`src/design/assert_macros.svh`:
```
// Assertion macros shared by the file type sniffer RTL.
// No dependencies; assertions drop out when SYNTHESIS is defined.
`ifndef ASSERT_MACROS_SVH
`define ASSERT_MACROS_SVH
`ifndef SYNTHESIS
// Same-cycle implication, disabled during reset.
`define FTS_ASSERT_IMPLY(lbl, clk, rst_n, ante, cons, msg) \
	lbl: assert property (@(posedge clk) disable iff (!rst_n) (ante) |-> (cons)) \
		else $error(msg);
// Next-cycle implication, disabled during reset.
`define FTS_ASSERT_NEXT(lbl, clk, rst_n, ante, cons, msg) \
	lbl: assert property (@(posedge clk) disable iff (!rst_n) (ante) |=> (cons)) \
		else $error(msg);
`else
`define FTS_ASSERT_IMPLY(lbl, clk, rst_n, ante, cons, msg)
`define FTS_ASSERT_NEXT(lbl, clk, rst_n, ante, cons, msg)
`endif
`endif

```
`src/design/fts_pkg.sv`:
```
// Package for the file type sniffer: kind codes, register map, header type
// and the byte/signature helper functions. No dependencies.
`default_nettype none
package fts_pkg;

	// Result kind codes
	localparam logic [3:0] KIND_EMPTY   = 4'd0;
	localparam logic [3:0] KIND_ELF     = 4'd1;
	localparam logic [3:0] KIND_SCRIPT  = 4'd2;
	localparam logic [3:0] KIND_PNG     = 4'd3;
	localparam logic [3:0] KIND_JPEG    = 4'd4;
	localparam logic [3:0] KIND_GIF     = 4'd5;
	localparam logic [3:0] KIND_PDF     = 4'd6;
	localparam logic [3:0] KIND_ZIP     = 4'd7;
	localparam logic [3:0] KIND_TEXT    = 4'd8;
	localparam logic [3:0] KIND_UNKNOWN = 4'd9;

	// Register map (register index = paddr[2])
	localparam logic REG_TEXT_PERCENT = 1'b0;
	localparam logic [6:0] TEXT_PERCENT_RESET = 7'd90;

	// First eight bytes of the file, byte 0 at index 0
	typedef logic [7:0][7:0] hdr_t;

	// Tab, line feed, carriage return and 0x20..0x7E count as printable
	function automatic logic is_printable(input logic [7:0] c);
		return (c == 8'h09) || (c == 8'h0A) || (c == 8'h0D) ||
			((c >= 8'h20) && (c <= 8'h7E));
	endfunction

	// Signature match in priority order. have[k-1] is set when at least k
	// bytes were sampled. KIND_TEXT here means no signature matched and the
	// printable ratio still has to decide.
	function automatic logic [3:0] head_kind(input hdr_t h, input logic [7:0] have);
		logic [3:0] k;
		k = KIND_TEXT;
		priority if (!have[0]) begin
			k = KIND_EMPTY;
		end else if (have[3] && h[0] == 8'h7F && h[1] == 8'h45 && h[2] == 8'h4C &&
				h[3] == 8'h46) begin
			k = KIND_ELF;
		end else if (have[1] && h[0] == 8'h23 && h[1] == 8'h21) begin
			k = KIND_SCRIPT;
		end else if (have[7] && h[0] == 8'h89 && h[1] == 8'h50 && h[2] == 8'h4E &&
				h[3] == 8'h47 && h[4] == 8'h0D && h[5] == 8'h0A && h[6] == 8'h1A &&
				h[7] == 8'h0A) begin
			k = KIND_PNG;
		end else if (have[2] && h[0] == 8'hFF && h[1] == 8'hD8 && h[2] == 8'hFF) begin
			k = KIND_JPEG;
		end else if (have[5] && h[0] == 8'h47 && h[1] == 8'h49 && h[2] == 8'h46 &&
				h[3] == 8'h38 && (h[4] == 8'h37 || h[4] == 8'h39) && h[5] == 8'h61) begin
			k = KIND_GIF;
		end else if (have[3] && h[0] == 8'h25 && h[1] == 8'h50 && h[2] == 8'h44 &&
				h[3] == 8'h46) begin
			k = KIND_PDF;
		end else if (have[3] && h[0] == 8'h50 && h[1] == 8'h4B && h[2] == 8'h03 &&
				h[3] == 8'h04) begin
			k = KIND_ZIP;
		end else begin
			k = KIND_TEXT;
		end
		return k;
	endfunction

endpackage
`default_nettype wire

```
`src/design/fts_in_if.sv`:
```
// Input channel of the file type sniffer: one file byte per beat.
// No dependencies.
`default_nettype none
interface fts_in_if;
	logic       valid;
	logic       ready;
	logic [7:0] data_byte;
	logic       last_byte;
	logic       no_data;

	modport source(output valid, data_byte, last_byte, no_data, input ready);
	modport sink(input valid, data_byte, last_byte, no_data, output ready);
endinterface
`default_nettype wire

```
`src/design/fts_out_if.sv`:
```
// Output channel of the file type sniffer: one verdict per beat.
// No dependencies.
`default_nettype none
interface fts_out_if;
	logic       valid;
	logic       ready;
	logic [3:0] file_kind;
	logic [9:0] sampled_count;

	modport source(output valid, file_kind, sampled_count, input ready);
	modport sink(input valid, file_kind, sampled_count, output ready);
endinterface
`default_nettype wire

```
`src/design/fts_verdict.sv`:
```
// Verdict stage: holds one finished file tally, resolves text vs. binary by
// the printable ratio and drives the output register. Uses fts_pkg, fts_out_if.
`default_nettype none
`include "assert_macros.svh"
module fts_verdict
	import fts_pkg::*;
#(
	parameter int CW = 10
) (
	input  wire logic          clk,
	input  wire logic          arst_n,
	input  wire logic [6:0]    text_percent,
	input  wire logic          tally_valid,
	output      logic          tally_ready,
	input  wire logic [3:0]    tally_kind,
	input  wire logic [CW-1:0] tally_count,
	input  wire logic [CW-1:0] tally_printable,
	fts_out_if.source          out
);

	localparam int PW = CW + 7;

	logic          v_s2;
	logic [3:0]    kind_s2;
	logic [CW-1:0] cnt_s2;
	logic [CW-1:0] prn_s2;

	logic          out_v_q;
	logic [3:0]    kind_q;
	logic [9:0]    cnt_q;

	logic          load_out;
	logic [PW-1:0] prn_x100;
	logic [PW-1:0] pct_x_cnt;
	logic          is_text;
	logic [3:0]    kind_fin;
	logic [CW+9:0] cnt_ext;

	// Handshake: output register frees s2, s2 frees the tally side
	assign load_out    = v_s2 && (!out_v_q || out.ready);
	assign tally_ready = !v_s2 || load_out;

	// Stage 2 tally register
	always_ff @(posedge clk or negedge arst_n) begin
		if (!arst_n) begin
			v_s2 <= 1'b0;
		end else if (tally_valid && tally_ready) begin
			v_s2 <= 1'b1;
		end else if (load_out) begin
			v_s2 <= 1'b0;
		end
	end

	always_ff @(posedge clk) begin
		if (tally_valid && tally_ready) begin
			kind_s2 <= tally_kind;
			cnt_s2  <= tally_count;
			prn_s2  <= tally_printable;
		end
	end

	// Text when printable * 100 > percent * count
	assign prn_x100  = {7'd0, prn_s2} * PW'(100);
	assign pct_x_cnt = {{CW{1'b0}}, text_percent} * {7'd0, cnt_s2};
	assign is_text   = prn_x100 > pct_x_cnt;

	always_comb begin
		kind_fin = kind_s2;
		if (kind_s2 == KIND_TEXT) begin
			kind_fin = is_text ? KIND_TEXT : KIND_UNKNOWN;
		end
	end

	// Count goes out as its low ten bits
	assign cnt_ext = {10'd0, cnt_s2};

	// Output register
	always_ff @(posedge clk or negedge arst_n) begin
		if (!arst_n) begin
			out_v_q <= 1'b0;
		end else if (load_out) begin
			out_v_q <= 1'b1;
		end else if (out.ready) begin
			out_v_q <= 1'b0;
		end
	end

	always_ff @(posedge clk) begin
		if (load_out) begin
			kind_q <= kind_fin;
			cnt_q  <= cnt_ext[9:0];
		end
	end

	assign out.valid         = out_v_q;
	assign out.file_kind     = kind_q;
	assign out.sampled_count = cnt_q;

	// A tally taken in is held in s2 the next cycle
	`FTS_ASSERT_NEXT(a_tally_taken, clk, arst_n, tally_valid && tally_ready, v_s2, "tally beat lost")
	// A blocked tally keeps its contents
	`FTS_ASSERT_NEXT(a_s2_hold, clk, arst_n, v_s2 && !load_out, v_s2 && $stable(kind_s2) && $stable(cnt_s2) && $stable(prn_s2), "stalled tally changed")
	// An empty verdict never carries a byte count
	`FTS_ASSERT_IMPLY(a_empty_zero, clk, arst_n, out_v_q && kind_q == KIND_EMPTY, cnt_q == 10'd0, "empty file with nonzero count")

endmodule
`default_nettype wire

```
`src/design/file_type_sniffer.sv`:
```
// File type sniffer: takes a file one byte per beat and returns one verdict beat
// (file_kind, sampled_count) after the beat marked last_byte. Only the first
// SAMPLE_LIMIT bytes are looked at; the first eight are matched against ELF,
// shebang, PNG, JPEG, GIF, PDF and ZIP signatures in that order, otherwise the
// printable share against text_percent (APB register at byte address 0, reset
// 90) picks text or unknown. A last beat with no byte and nothing sampled gives
// the empty kind. One byte is taken every cycle unless a last beat waits for the
// verdict stage; the count update is the only loop. A verdict passes through s2
// to the output register; the next file may start once the last beat enters s2.
// Depends on fts_pkg, fts_in_if, fts_out_if, fts_verdict.
`default_nettype none
module file_type_sniffer
	import fts_pkg::*;
#(
	parameter int SAMPLE_LIMIT = 512
) (
	input  wire logic        clk,
	input  wire logic        arst_n,
	input  wire logic        psel,
	input  wire logic        penable,
	input  wire logic        pwrite,
	input  wire logic [2:0]  paddr,
	input  wire logic [31:0] pwdata,
	output      logic [31:0] prdata,
	output      logic        pready,
	fts_in_if.sink           in,
	fts_out_if.source        out
);

	localparam int CW = $clog2(SAMPLE_LIMIT + 1);

	// Configuration register
	logic [6:0] pct_q;

	always_ff @(posedge clk or negedge arst_n) begin
		if (!arst_n) begin
			pct_q <= TEXT_PERCENT_RESET;
		end else if (psel && penable && pwrite && pready && paddr[2] == REG_TEXT_PERCENT) begin
			pct_q <= pwdata[6:0];
		end
	end

	assign pready = 1'b1;
	assign prdata = (paddr[2] == REG_TEXT_PERCENT) ? {25'd0, pct_q} : 32'd0;

	// Stage 1 input register
	logic       v_s1;
	logic [7:0] data_s1;
	logic       last_s1;
	logic       nd_s1;
	logic       adv_s1;
	logic       fire_s1;
	logic       tally_ready;

	assign adv_s1   = !last_s1 || tally_ready;
	assign fire_s1  = v_s1 && adv_s1;
	assign in.ready = !v_s1 || adv_s1;

	always_ff @(posedge clk or negedge arst_n) begin
		if (!arst_n) begin
			v_s1 <= 1'b0;
		end else if (in.valid && in.ready) begin
			v_s1 <= 1'b1;
		end else if (adv_s1) begin
			v_s1 <= 1'b0;
		end
	end

	always_ff @(posedge clk) begin
		if (in.valid && in.ready) begin
			data_s1 <= in.data_byte;
			last_s1 <= in.last_byte;
			nd_s1   <= in.no_data;
		end
	end

	// Per-file tally
	logic [CW-1:0] cnt_q;
	logic [CW-1:0] prn_q;
	hdr_t          hdr_q;
	logic          take;
	logic          hdr_wr;
	logic [CW-1:0] cnt_nx;
	logic [CW-1:0] prn_nx;
	hdr_t          hdr_nx;
	logic [7:0]    have;

	assign take   = !nd_s1 && (cnt_q < CW'(SAMPLE_LIMIT));
	assign hdr_wr = take && (cnt_q < CW'(8));
	assign cnt_nx = cnt_q + CW'(take);
	assign prn_nx = prn_q + CW'(take && is_printable(data_s1));

	always_comb begin
		hdr_nx = hdr_q;
		if (hdr_wr) begin
			hdr_nx[cnt_q[2:0]] = data_s1;
		end
	end

	// Length qualifiers for the signature checks
	always_comb begin
		for (int k = 0; k < 8; k++) begin
			have[k] = cnt_nx >= CW'(k + 1);
		end
	end

	always_ff @(posedge clk or negedge arst_n) begin
		if (!arst_n) begin
			cnt_q <= '0;
			prn_q <= '0;
		end else if (fire_s1) begin
			if (last_s1) begin
				cnt_q <= '0;
				prn_q <= '0;
			end else begin
				cnt_q <= cnt_nx;
				prn_q <= prn_nx;
			end
		end
	end

	// Header bytes are only read below the count, so they need no clear
	always_ff @(posedge clk) begin
		if (fire_s1 && hdr_wr) begin
			hdr_q[cnt_q[2:0]] <= data_s1;
		end
	end

	// Verdict stage
	fts_verdict #(
		.CW(CW)
	) u_verdict (
		.clk             (clk),
		.arst_n          (arst_n),
		.text_percent    (pct_q),
		.tally_valid     (v_s1 && last_s1),
		.tally_ready     (tally_ready),
		.tally_kind      (head_kind(hdr_nx, have)),
		.tally_count     (cnt_nx),
		.tally_printable (prn_nx),
		.out             (out)
	);

endmodule
`default_nettype wire

```
`src/flat_wrapper.sv`:
```
// flat-port wrapper written by rule: the top's interface ports become plain ports
module file_type_sniffer_flat import fts_pkg::*;
#(
	parameter int SAMPLE_LIMIT = 512
)
  (clk, arst_n, psel, penable, pwrite, paddr, pwdata, prdata, pready, in_valid, in_data_byte, in_last_byte, in_no_data, in_ready, out_valid, out_file_kind, out_sampled_count, out_ready);
  fts_in_if in_i ();
  fts_out_if out_i ();
  input  wire logic clk;
  input  wire logic arst_n;
  input  wire logic psel;
  input  wire logic penable;
  input  wire logic pwrite;
  input  wire logic [2:0] paddr;
  input  wire logic [31:0] pwdata;
  output      logic [31:0] prdata;
  output      logic pready;
  input wire logic [$bits(in_i.valid)-1:0] in_valid;
  input wire logic [$bits(in_i.data_byte)-1:0] in_data_byte;
  input wire logic [$bits(in_i.last_byte)-1:0] in_last_byte;
  input wire logic [$bits(in_i.no_data)-1:0] in_no_data;
  output wire logic [$bits(in_i.ready)-1:0] in_ready;
  output wire logic [$bits(out_i.valid)-1:0] out_valid;
  output wire logic [$bits(out_i.file_kind)-1:0] out_file_kind;
  output wire logic [$bits(out_i.sampled_count)-1:0] out_sampled_count;
  input wire logic [$bits(out_i.ready)-1:0] out_ready;
  assign in_i.valid = in_valid;
  assign in_i.data_byte = in_data_byte;
  assign in_i.last_byte = in_last_byte;
  assign in_i.no_data = in_no_data;
  assign in_ready = in_i.ready;
  assign out_valid = out_i.valid;
  assign out_file_kind = out_i.file_kind;
  assign out_sampled_count = out_i.sampled_count;
  assign out_i.ready = out_ready;
  file_type_sniffer #(.SAMPLE_LIMIT(SAMPLE_LIMIT)) u_core (.clk(clk), .arst_n(arst_n), .psel(psel), .penable(penable), .pwrite(pwrite), .paddr(paddr), .pwdata(pwdata), .prdata(prdata), .pready(pready), .in(in_i), .out(out_i));
endmodule
```
`config.mk`:
```
export PLATFORM = sky130hd
export DESIGN_NAME = file_type_sniffer_flat
export DESIGN_NICKNAME = d
export VERILOG_FILES = /design/src/design/fts_pkg.sv /design/src/design/fts_in_if.sv /design/src/design/fts_out_if.sv /design/src/design/fts_verdict.sv /design/src/design/file_type_sniffer.sv /design/src/flat_wrapper.sv
export VERILOG_INCLUDE_DIRS = /design/src /design/src/design
export SDC_FILE = /design/constraint.sdc
export NUM_CORES = 1
export LEC_CHECK = 0
export ABC_AREA = 1
export ABC_CLOCK_PERIOD_IN_PS = 15800
export CAP_MARGIN = 20
export CORE_MARGIN = 2
export CORE_UTILIZATION = 55
export DETAILED_ROUTE_END_ITERATION = 10
export DONT_BUFFER_PORTS = 1
export PLACE_DENSITY_LB_ADDON = 0.3
export SLEW_MARGIN = 20
export SYNTH_ARGS = -nofsm -noshare
export SYNTH_HDL_FRONTEND = slang
export SYNTH_SLANG_ARGS = --single-unit
```
`constraint.sdc`:
```
create_clock -name clk -period 15.8 [get_ports clk]
set_input_delay 3.16 -clock clk [delete_from_list [all_inputs] [get_ports clk]]
set_output_delay 3.16 -clock clk [all_outputs]
set_load 0.01 [all_outputs]
```
==> run metrics, run 1 <==
final hold vios 0; Seq/Total Area, Yosys 35.2%; most frequent cell after synthesis nand2_1; area delta synth->final 5.49%; Main synth FF type edfxtp_1; quantity of hold-fixing buffers added after cts 0; # rows 53; Starting Density 55.9%; antenna violations before repair 0; combinational share of power 53.2%; CTS max path bufs 2; Die Wd 150 µm; initial drt markers 688; Pwr Total 1900 µW; detailed-route vias per instance 5.31; Clk pwr share 21.7%; Sink Count 142; Gate Count Post-Synth 1,525; Hold/Removal Path Class reg2reg; Yosys top cell area share 28.7%; Clock Latency Late Sink 0.43 ns; Final HPWL DP 19.4 mm; # H-tree levels 4; Total Wirelength 26.4 mm; achievable frequency 0.145 GHz; Num CTS Buffers 17; run status complete, no violations; asr flop ratio synth 21.1%; Reg clk slew, reported paths 0.06 ns; TritonCTS clock tree yes; P per Cell Area 154 nW/µm²; worst-margin pin slew 0.888 ns; final slew viol count 0; IO Count 101; # DRC 0; synthesized area per cell 7.67 µm²; die span in y 150 µm; highest routed layer met4; clock skew 0.00926 ns; crit path kind in2out; vias after detailed routing 9,499; RSZ-0062 raised after global routing no; Startpoint Class input pin; Non-Filler Instances 1,788; antenna diode count 0; Leak Pwr 0.00643 µW; DIE AREA 22,500 µm²; Arr. time, crit path 3.75 ns; Critical path buffers and inverters 3; cell taking the most area after synthesis edfxtp_1; I/O Buffers 0; Post-synth EDFFs 112; wire length on met1 11.2 mm; share of layout cells above drive strength 1 5.42%; crit-path cells nor2_1 -> inv_1 -> nor2_1 -> inv_1 -> nor2_1 -> inv_1; WP data required 12.64 ns; vias in the first global route 8,956; DR WL met2 12.8 mm; Switch Pwr 810 µW; critical path's top delay family simple AND/OR/NAND/NOR gates; largest net degree at the start of global routing 65; Layout Nets 1,684; DR WL/cell 14.8 µm; Post-Syn Area 11,700 µm²; Setup TNS 0 ns; top post-synthesis cells by count nand2_1 (463), inv_1 (277), edfxtp_1 (112), nor2_1 (112), nand3_1 (92); endpoint class of the critical path output pin; Final Cell Area 12,300 µm²; number of cells after detailed placement 1,756; first-pass detailed-route iteration total 6; final worst-path cycle share 43.7%; core area 21,000 µm²; WHS 0.453 ns; min Tclk post-route 6.91 ns; slowest CP cell nor2_1; sequential share of power 25.1%; Cell Area, Placed 11,800 µm²; first-pass GRT wire length 43.5 mm; total track usage 24.6%; Gates resized, CTS repair 0; Max Cap Viol 0; WL met3 1.77 mm; grt ovf 0; critical path's largest stage delay 0.13 ns; Max-slew headroom 40.8%; Pint 1090 µW; Synth Register Bits 142; worst vdd ir 0.0968 mV; Post CTS Setup Buffer Count 0; Synth area leaders edfxtp_1 (29%), nand2_1 (15%), ha_1 (9.4%); Final Setup Violations 0; Syn. warnings 0; critical-path maximum fanout 4; switching share of power 42.7%; Post-DRT Antenna Nets 0; clk root buf clkbuf_16; Synth cell types 47; gp weighted congestion 0.920
sequential cells by signal, summed over array words and instances (netlist names):
name,flops
u_core.cnt_q,10
u_core.data_s1,8
u_core.hdr_q,64
u_core.last_s1,1
u_core.nd_s1,1
u_core.pct_q,7
u_core.prn_q,10
u_core.u_verdict.cnt_s2,10
u_core.u_verdict.kind_s2,4
u_core.u_verdict.out.file_kind,4
u_core.u_verdict.out.sampled_count,10
u_core.u_verdict.out.valid,1
u_core.u_verdict.prn_s2,10
u_core.u_verdict.v_s2,1
u_core.v_s1,1
per-layer routing:
layer	track usage (%)	vias up
li1	-	4701
met1	32.0	4388
met2	41.7	361
met3	3.57	49
met4	9.29	0
met5	0	-
power groups by stage:
stage	sequential (µW)	clock [µW]	combinational [µW]
finish	477	411	1010
global route	480	429	1170
CTS	476	416	1020
detailed placement	484	0	1010
global placement	482	0	972
floorplan	462	0	831
layout make-up:
class	instances	area (µm²)
Fill cell	1858	8610
Multi-Input combinational cell	1053	6200
Sequential cell	142	4120
Inverter	282	1060
Clock buffer	18	429
Tap cell	275	344
Clock inverter	14	168
Timing Repair Buffer	4	30.0
final timing paths:
check / start / endpoint / slack [ns] / cells after the start
max in group asynchronous: arst_n / u_core.pct_q[4] / 13.18 / 0
max reg2reg: u_core.pct_q[6] / u_core.u_verdict.out.file_kind[0] / 9.62 / 22
max: out_ready / in_ready / 8.89 / 6
min: u_core.u_verdict.kind_s2[3] / u_core.u_verdict.out.file_kind[3] / 0.45 / 0
min reg2reg: u_core.u_verdict.kind_s2[3] / u_core.u_verdict.out.file_kind[3] / 0.45 / 0
min in group asynchronous: arst_n / u_core.cnt_q[4] / 2.42 / 0
stage by stage:
step / util, % / worst slack (ns)
floorplan: - / 8.97
global placement: 56.1 / 8.88
detailed placement: 56.1 / 8.89
CTS: 58.9 / 8.89
global route: 58.9 / 8.75
finish: 58.9 / 8.89
cell usage in the layout, fill, tap and decap left out, drive strengths merged, types with 5 or more instances in the layout:
master,synthesis,layout
xnor2,11,11
clkbuf,27,18
nand4,25,25
nor3,9,9
nand3,97,97
o21ai,55,55
clkinvlp,0,5
edfxtp,112,112
ha,88,88
fa,44,44
nand2,471,471
clkinv,1,6
o22ai,11,11
nor2,131,131
xor2,21,21
dfrtp,26,26
conb,2,26
a21oi,42,42
inv,281,282
kinds of logic after synthesis:
kind of cell             Yosys count  share of synthesized area, %
AND/OR/NAND/NOR                  740                          26.7
buffers and inverters            354                          12.8
flip-flops                       142                          35.2
adder cells (fa/ha/maj)          132                          16.9
AO/OA/AOI/OAI                    123                          5.84
XOR/XNOR                          32                          2.46
other                              2                        0.0642
Note: power is estimated with default switching activity, not from simulation.
==> run 2: changes to the inputs <==
Settings changed: ABC_AREA 1 to 0, ABC_CLOCK_PERIOD_IN_PS 15800 to 6450.
Clock period 15.8 ns to 6.45 ns, I/O delays scaled along.
==> run 2 against run 1 <==
Effect of this change: largest power group unchanged; wire length is 3.8% lower; combinational power up 88%; clock power up 130%; non-clock buffer count is 10 higher; worst setup slack got worse by 8.6 ns; synthesized cell count fell by 26%; synthesized area fell by 2.5%.
==> run metrics, run 2 <==
Synth area leaders edfxtp_1 (29%), ha_1 (9.7%), fa_1 (7.7%) (was edfxtp_1 (29%), nand2_1 (15%), ha_1 (9.4%)); Synth Register Bits 142 (unchanged); Startpoint Class flip-flop (was input pin); critical-path maximum fanout 12 (was 4); gp weighted congestion 0.929 (was 0.920); # DRC 0 (unchanged); achievable frequency 0.164 GHz; grt ovf 0 (unchanged); crit-path cells nand2_1 -> fa_1 -> fa_1 -> inv_1 -> fa_1 -> inv_1 -> fa_1 -> inv_1 -> ha_1 -> or3_1 -> o21ai_0 -> a211o_1 -> a31oi_1 -> mux2i_1 -> a2111oi_2 -> ha_1 -> nand4_1 -> nor2_1 -> o21ai_0 -> o211ai_1 -> o21ai_1 -> a31o_2 (was nor2_1 -> inv_1 -> nor2_1 -> inv_1 -> nor2_1 -> inv_1); DR WL/cell 18.3 µm (was 14.8 µm); # H-tree levels 4 (unchanged); vias after detailed routing 8,355 (was 9,499); core area 20,300 µm² (was 21,000 µm²); Gate Count Post-Synth 1,126 (was 1,525); final hold vios 0 (unchanged); Die Wd 148 µm (was 150 µm); Main synth FF type edfxtp_1 (unchanged); wire length on met1 10.8 mm (was 11.2 mm); first-pass detailed-route iteration total 5 (was 6); asr flop ratio synth 21.1% (unchanged); WHS 0.458 ns (was 0.453 ns); clk root buf clkbuf_16 (unchanged); crit path kind reg2reg (was in2out); Final HPWL DP 18.4 mm (was 19.4 mm); highest routed layer met4 (unchanged); Fillers 1,725 (was 1,858); antenna diode count 0 (unchanged); vias in the first global route 8,080 (was 8,956); initial drt markers 607 (was 688); most frequent cell after synthesis nand2_1 (unchanged); Total Wirelength 25.4 mm (was 26.4 mm); DR WL met2 12.5 mm (was 12.8 mm); detailed-route vias per instance 6.02 (was 5.31); Arr. time, crit path 6.29 ns (was 3.75 ns); top post-synthesis cells by count nand2_1 (116), edfxtp_1 (112), ha_1 (88) (was nand2_1 (463), inv_1 (277), edfxtp_1 (112), nor2_1 (112), nand3_1 (92)); commonest non-fill, non-tap cell in the layout nand2_1 (unchanged); share of layout cells above drive strength 1 11.6% (was 5.42%); CTS max path bufs 2 (unchanged); run status complete, no violations (unchanged); RSZ-0062 raised after global routing no (unchanged); Hold/Removal Path Class reg2reg (unchanged); antenna violations before repair 0 (unchanged); final slew viol count 0 (unchanged); Final Setup Violations 0 (unchanged); Layout Nets 1,289 (was 1,684); Max Cap Viol 0 (unchanged); most frequent cells in the layout nand2_1 (116), edfxtp_1 (112), ha_1 (88) (was nand2_1 (463), inv_1 (277), edfxtp_1 (112)); min Tclk post-route 6.11 ns; Critical path buffers and inverters 3 (unchanged); Post-Syn Area 11,400 µm² (was 11,700 µm²); Leak Pwr 0.00525 µW (was 0.00643 µW); WP data required 6.63 ns (was 12.64 ns); worst vdd ir 0.206 mV (was 0.0968 mV); critical path's top delay family adder cells (was simple AND/OR/NAND/NOR gates); Syn. warnings 0 (unchanged); Final Cell Area 12,100 µm² (was 12,300 µm²); # rows 52 (was 53); cell taking the most area after synthesis edfxtp_1 (unchanged); Clock Latency Late Sink 0.43 ns (about the same); first-pass GRT wire length 41.3 mm (was 43.5 mm); Sink Count 142 (unchanged); P per Cell Area 332 nW/µm² (was 154 nW/µm²); Cell Area, Placed 11,500 µm² (was 11,800 µm²); Synth cell types 78 (was 47); I/O Buffers 0 (unchanged); slowest CP cell dfstp_2 (was nor2_1); Yosys top cell area share 29.5% (was 28.7%); total track usage 23.9% (was 24.6%); Seq/Total Area, Yosys 36.1% (was 35.2%); Post CTS Setup Buffer Count 0 (unchanged); final worst-path cycle share 94.7%; area delta synth->final 6.18% (was 5.49%); WL met3 1.56 mm (was 1.77 mm); critical path's most frequent cell fa_1; Max-slew headroom 23.6% (was 40.8%); max reg flops 64 (unchanged); Setup TNS 0 ns (unchanged); critical path's largest stage delay 0.64 ns (was 0.13 ns); Starting Density 56.2% (was 55.9%); TritonCTS clock tree yes (unchanged); Post-synth EDFFs 112 (unchanged); footprint of the multi-input gates 6660 µm² (was 6200 µm²); endpoint class of the critical path flip-flop (was output pin); largest net degree at the start of global routing 51 (was 65); clock skew 0.0108 ns (was 0.00926 ns); Reg clk slew, reported paths 0.06 ns (about the same); die span in y 148 µm (was 150 µm); Num CTS Buffers 17 (unchanged); Reg area 4120 µm² (unchanged); worst-margin pin slew 1.12 ns (was 0.888 ns); DIE AREA 21,900 µm² (was 22,500 µm²); Post-DRT Antenna Nets 0 (unchanged); synthesized area per cell 10.1 µm² (was 7.67 µm²); IO Count 101 (unchanged)
==> run 2: final cells by class <==
cell class,count,area share [%]
flip-flops and latches,142,34.0
multi-input cells,843,55.0
inverters,87,2.70
clock inverters,8,0.434
repair buffers,14,0.899
well taps,270,2.79
clock buffers,24,4.16
==> run 2: worst paths after layout <==
check	start	end	slack, ns	depth (start not counted)
worst max-delay path	u_core.pct_q[6]	u_core.u_verdict.out.file_kind[0]	0.34	22
worst min-delay path	u_core.u_verdict.kind_s2[2]	u_core.u_verdict.out.file_kind[2]	0.46	0
worst max register to register	u_core.pct_q[6]	u_core.u_verdict.out.file_kind[0]	0.34	22
worst min register to register	u_core.u_verdict.kind_s2[2]	u_core.u_verdict.out.file_kind[2]	0.46	0
max in group asynchronous	arst_n	u_core.pct_q[3]	5.71	0
min in group asynchronous	arst_n	u_core.v_s1	0.55	0
==> run 2: cell families (layout without fill, tap and decap cells) <==
logic type,Yosys count,after routing,synth area share (%)
simple gates,420,420,20.6
buf+inv,165,133,6.42
fa+ha+maj,132,132,17.4
xor+xnor,35,35,2.69
mux,85,85,8.15
other cells,2,26,0.0658
flops,142,142,36.1
compound gates,145,145,8.63
==> run 2: metrics by stage <==
stage               utilization (%)  cells  worst slack [ns]  power, µW
finish                         59.7   1388             0.344       4020
global route                   59.7   1388            0.0376       4370
CTS                            59.6   1388             0.148       4040
detailed placement             56.9   1356             0.185       3090
global placement               56.8   1355             0.277       3040
floorplan                         -   1150             0.730       2700
==> run 2: routing by layer <==
metal | GRT usage, % | vias up
met4 | 8.43 | 0
li1 | - | 3937
met2 | 40.1 | 284
met3 | 4.51 | 53
met1 | 31.0 | 4081
met5 | 0 | -
==> run 2: timing repair <==
item | CTS | global route
hold buffers | 0 | 0
gates resized for setup | 0 | 3
endpoints found under the setup margin | 0 | 1
==> run 2: power breakdown <==
| group | internal (µW) | switching (µW) | total (µW) |
|---|---|---|---|
| logic | 865 | 1040 | 1900 |
| clock network | 548 | 383 | 931 |
| registers | 1070 | 112 | 1190 |
==> run 3: changes to the inputs <==
Settings changed: PLACE_DENSITY set to 0.7, PLACE_DENSITY_LB_ADDON 0.3 to not set, REMOVE_ABC_BUFFERS set to 1.
==> run 3 against run 2 <==
Effect of this change: sequential share of layout area fell by 0.29 points; combinational power barely moved; clock power rose by 9.6%; sequential power barely moved; largest cell class unchanged; first-iteration DRC count rose by 8.7%; global-route usage rose by 0.74 points; cell count rose by 0.22%; non-clock buffer count rose by 3; critical endpoint unchanged.
==> run metrics, run 3 (same netlist as run 2, synthesis figures left out) <==
run status complete, no violations (unchanged); share of layout cells above drive strength 1 12.2% (was 11.6%); worst-margin pin slew 0.970 ns (was 1.12 ns); Startpoint Class flip-flop (unchanged); slowest CP cell dfstp_2 (unchanged); Critical path buffers and inverters 3 (unchanged); Hold/Removal Path Class reg2reg (unchanged); Post-DRT Antenna Nets 0 (unchanged); Final HPWL DP 19.0 mm (was 18.4 mm); critical path's top delay family adder cells (unchanged); critical-path maximum fanout 12 (unchanged); # rows 52 (unchanged); met3 GRT Util 4.01% (was 4.51%); commonest non-fill, non-tap cell in the layout nand2_1 (unchanged); Reg clk slew, reported paths 0.07 ns (was 0.06 ns); Num CTS Buffers 17 (unchanged); Arr. time, crit path 6.17 ns (was 6.29 ns); RSZ-0062 raised after global routing no (unchanged); clock skew 0.0124 ns (was 0.0108 ns); GRT busiest layer met2 (unchanged); Final Setup Violations 0 (unchanged); first-pass GRT wire length 42.6 mm (was 41.3 mm); Total Wirelength 26.4 mm (was 25.4 mm); antenna violations before repair 0 (unchanged); CTS max path bufs 2 (unchanged); achievable frequency 0.167 GHz (was 0.164 GHz); grt ovf 0 (unchanged); min Tclk post-route 5.98 ns (was 6.11 ns); first-pass detailed-route iteration total 6 (was 5); Setup TNS 0 ns (unchanged); IO Count 101 (unchanged); Layout Nets 1,292 (was 1,289); most frequent cells in the layout nand2_1 (116), edfxtp_1 (112), ha_1 (88) (unchanged); TritonCTS clock tree yes (unchanged); Clock Latency Late Sink 0.43 ns (about the same); crit path kind reg2reg (unchanged); met1 GRT Util 30.2% (was 31.0%); quantity of hold-fixing buffers added after cts 0 (unchanged); WP data required 6.64 ns (was 6.63 ns); total track usage 24.6% (was 23.9%); P per Cell Area 339 nW/µm² (was 332 nW/µm²); Worst Setup SP u_core.pct_q[4] (was u_core.pct_q[6]); crit-path cells nand2_1 -> fa_1 -> fa_1 -> inv_1 -> fa_1 -> inv_1 -> fa_1 -> inv_1 -> ha_1 -> or3_1 -> o21ai_0 -> a211o_1 -> a31oi_1 -> mux2i_1 -> a2111oi_2 -> ha_1 -> nand4_1 -> nor2_1 -> o21ai_0 -> o211ai_1 -> o21ai_1 -> a31o_2 (unchanged); # H-tree levels 4 (unchanged); critical path's largest stage delay 0.67 ns (was 0.64 ns); Sink Count 142 (unchanged); detailed-route vias per instance 5.99 (was 6.02); M2 GR Usage 43.9% (was 40.1%); worst vdd ir 0.210 mV (was 0.206 mV); DR WL/cell 19.0 µm (was 18.3 µm); area delta synth->final 7.10% (was 6.18%); Setup WS post-layout 0.467 ns (was 0.344 ns); largest net degree at the start of global routing 39 (was 51); Leak Pwr 0.00529 µW (was 0.00525 µW); vias after detailed routing 8,337 (was 8,355); vias in the first global route 8,248 (was 8,080); initial drt markers 660 (was 607); final hold vios 0 (unchanged); max reg flops 64 (unchanged); # DRC 0 (unchanged); Fillers 1,723 (was 1,725); gp weighted congestion 0.961 (was 0.929); clk root buf clkbuf_16 (unchanged); R2R Path Start u_core.pct_q[4] (was u_core.pct_q[6]); critical path's most frequent cell fa_1 (unchanged); pre-CTS setup slack 0.182 ns (was 0.185 ns); I/O Buffers 0 (unchanged); Die Wd 148 µm (unchanged); Starting Density 56.2% (unchanged); Max Cap Viol 0 (unchanged); die span in y 148 µm (unchanged); final worst-path cycle share 92.8% (was 94.7%); DIE AREA 21,900 µm² (unchanged); antenna diode count 0 (unchanged); endpoint class of the critical path flip-flop (unchanged); core area 20,300 µm² (unchanged); Max-slew headroom 35.1% (was 23.6%); final slew viol count 0 (unchanged); Hold Crit Start u_core.u_verdict.kind_s2[2] (unchanged)
==> run 3: metal layers <==
layer,routed length (µm),part of all wire (%),vias to the layer above
met3,1210,4.6,45
met5,0,0,-
met2,13700,52,263
li1,-,-,3947
met1,10900,41,4082
met4,515,2.0,0
==> run 3: worst register-to-register path: stages (launching register included) <==
cell and delay (ns):
dfstp_2 0.67, nand2_1 0.10, fa_1 0.47, fa_1 0.55, inv_1 0.06, fa_1 0.53, inv_1 0.05, fa_1 0.53
inv_1 0.04, ha_1 0.33, or3_1 0.37, o21ai_0 0.11, a211o_1 0.16, a31oi_1 0.14, mux2i_1 0.16, a2111oi_2 0.38
ha_1 0.19, nand4_1 0.14, nor2_1 0.16, o21ai_0 0.09, o211ai_1 0.08, o21ai_1 0.16, a31o_2 0.26
==> run 3: through the flow <==
step | std cells | cell area (µm²) | util [%] | hold WS, ns | total power (µW)
final | 1391 | 12200 | 60.2 | 0.458 | 4140
after global routing | 1391 | 12200 | 60.2 | 0.472 | 4490
after CTS | 1388 | 12200 | 59.9 | 0.463 | 4150
after detailed placement | 1356 | 11500 | 56.9 | 0.448 | 3110
after global placement | 1356 | 11500 | 56.9 | 0.454 | 3070
after floorplan | 1072 | 11100 | - | 0.427 | 2670
==> run 3: report_power, final <==
| part | switching (µW) | internal, µW |
|---|---|---|
| registers | 107 | 1070 |
| clock network | 463 | 560 |
| logic | 1060 | 878 |
==> run 3: path summary, 6_finish.rpt <==
| check | to | slack [ns] | depth (start not counted) |
|---|---|---|---|
| setup / recovery | u_core.u_verdict.out.file_kind[0] | 0.47 | 22 |
| hold / removal | u_core.u_verdict.out.file_kind[2] | 0.46 | 0 |
| setup reg to reg | u_core.u_verdict.out.file_kind[0] | 0.47 | 22 |
| hold reg to reg | u_core.u_verdict.out.file_kind[2] | 0.46 | 0 |
| max in group asynchronous | u_core.pct_q[1] | 5.71 | 0 |
| min in group asynchronous | u_core.cnt_q[1] | 0.55 | 0 |
==> run 3: cell type report <==
| cell class | instances | area [µm²] | area share [%] |
|---|---|---|---|
| Sequential cell | 142 | 4120 | 33.7 |
| Tap cell | 270 | 338 | 2.77 |
| Multi-Input combinational cell | 843 | 6660 | 54.5 |
| Clock inverter | 15 | 198 | 1.62 |
| Clock buffer | 17 | 425 | 3.48 |
| Timing Repair Buffer | 17 | 148 | 1.21 |
| Inverter | 87 | 327 | 2.67 |
==> run 3: repair_timing <==
action | CTS | global route
buffers inserted | 0 | 2
endpoints found under the setup margin | 0 | 1
gates resized for setup | 0 | 3
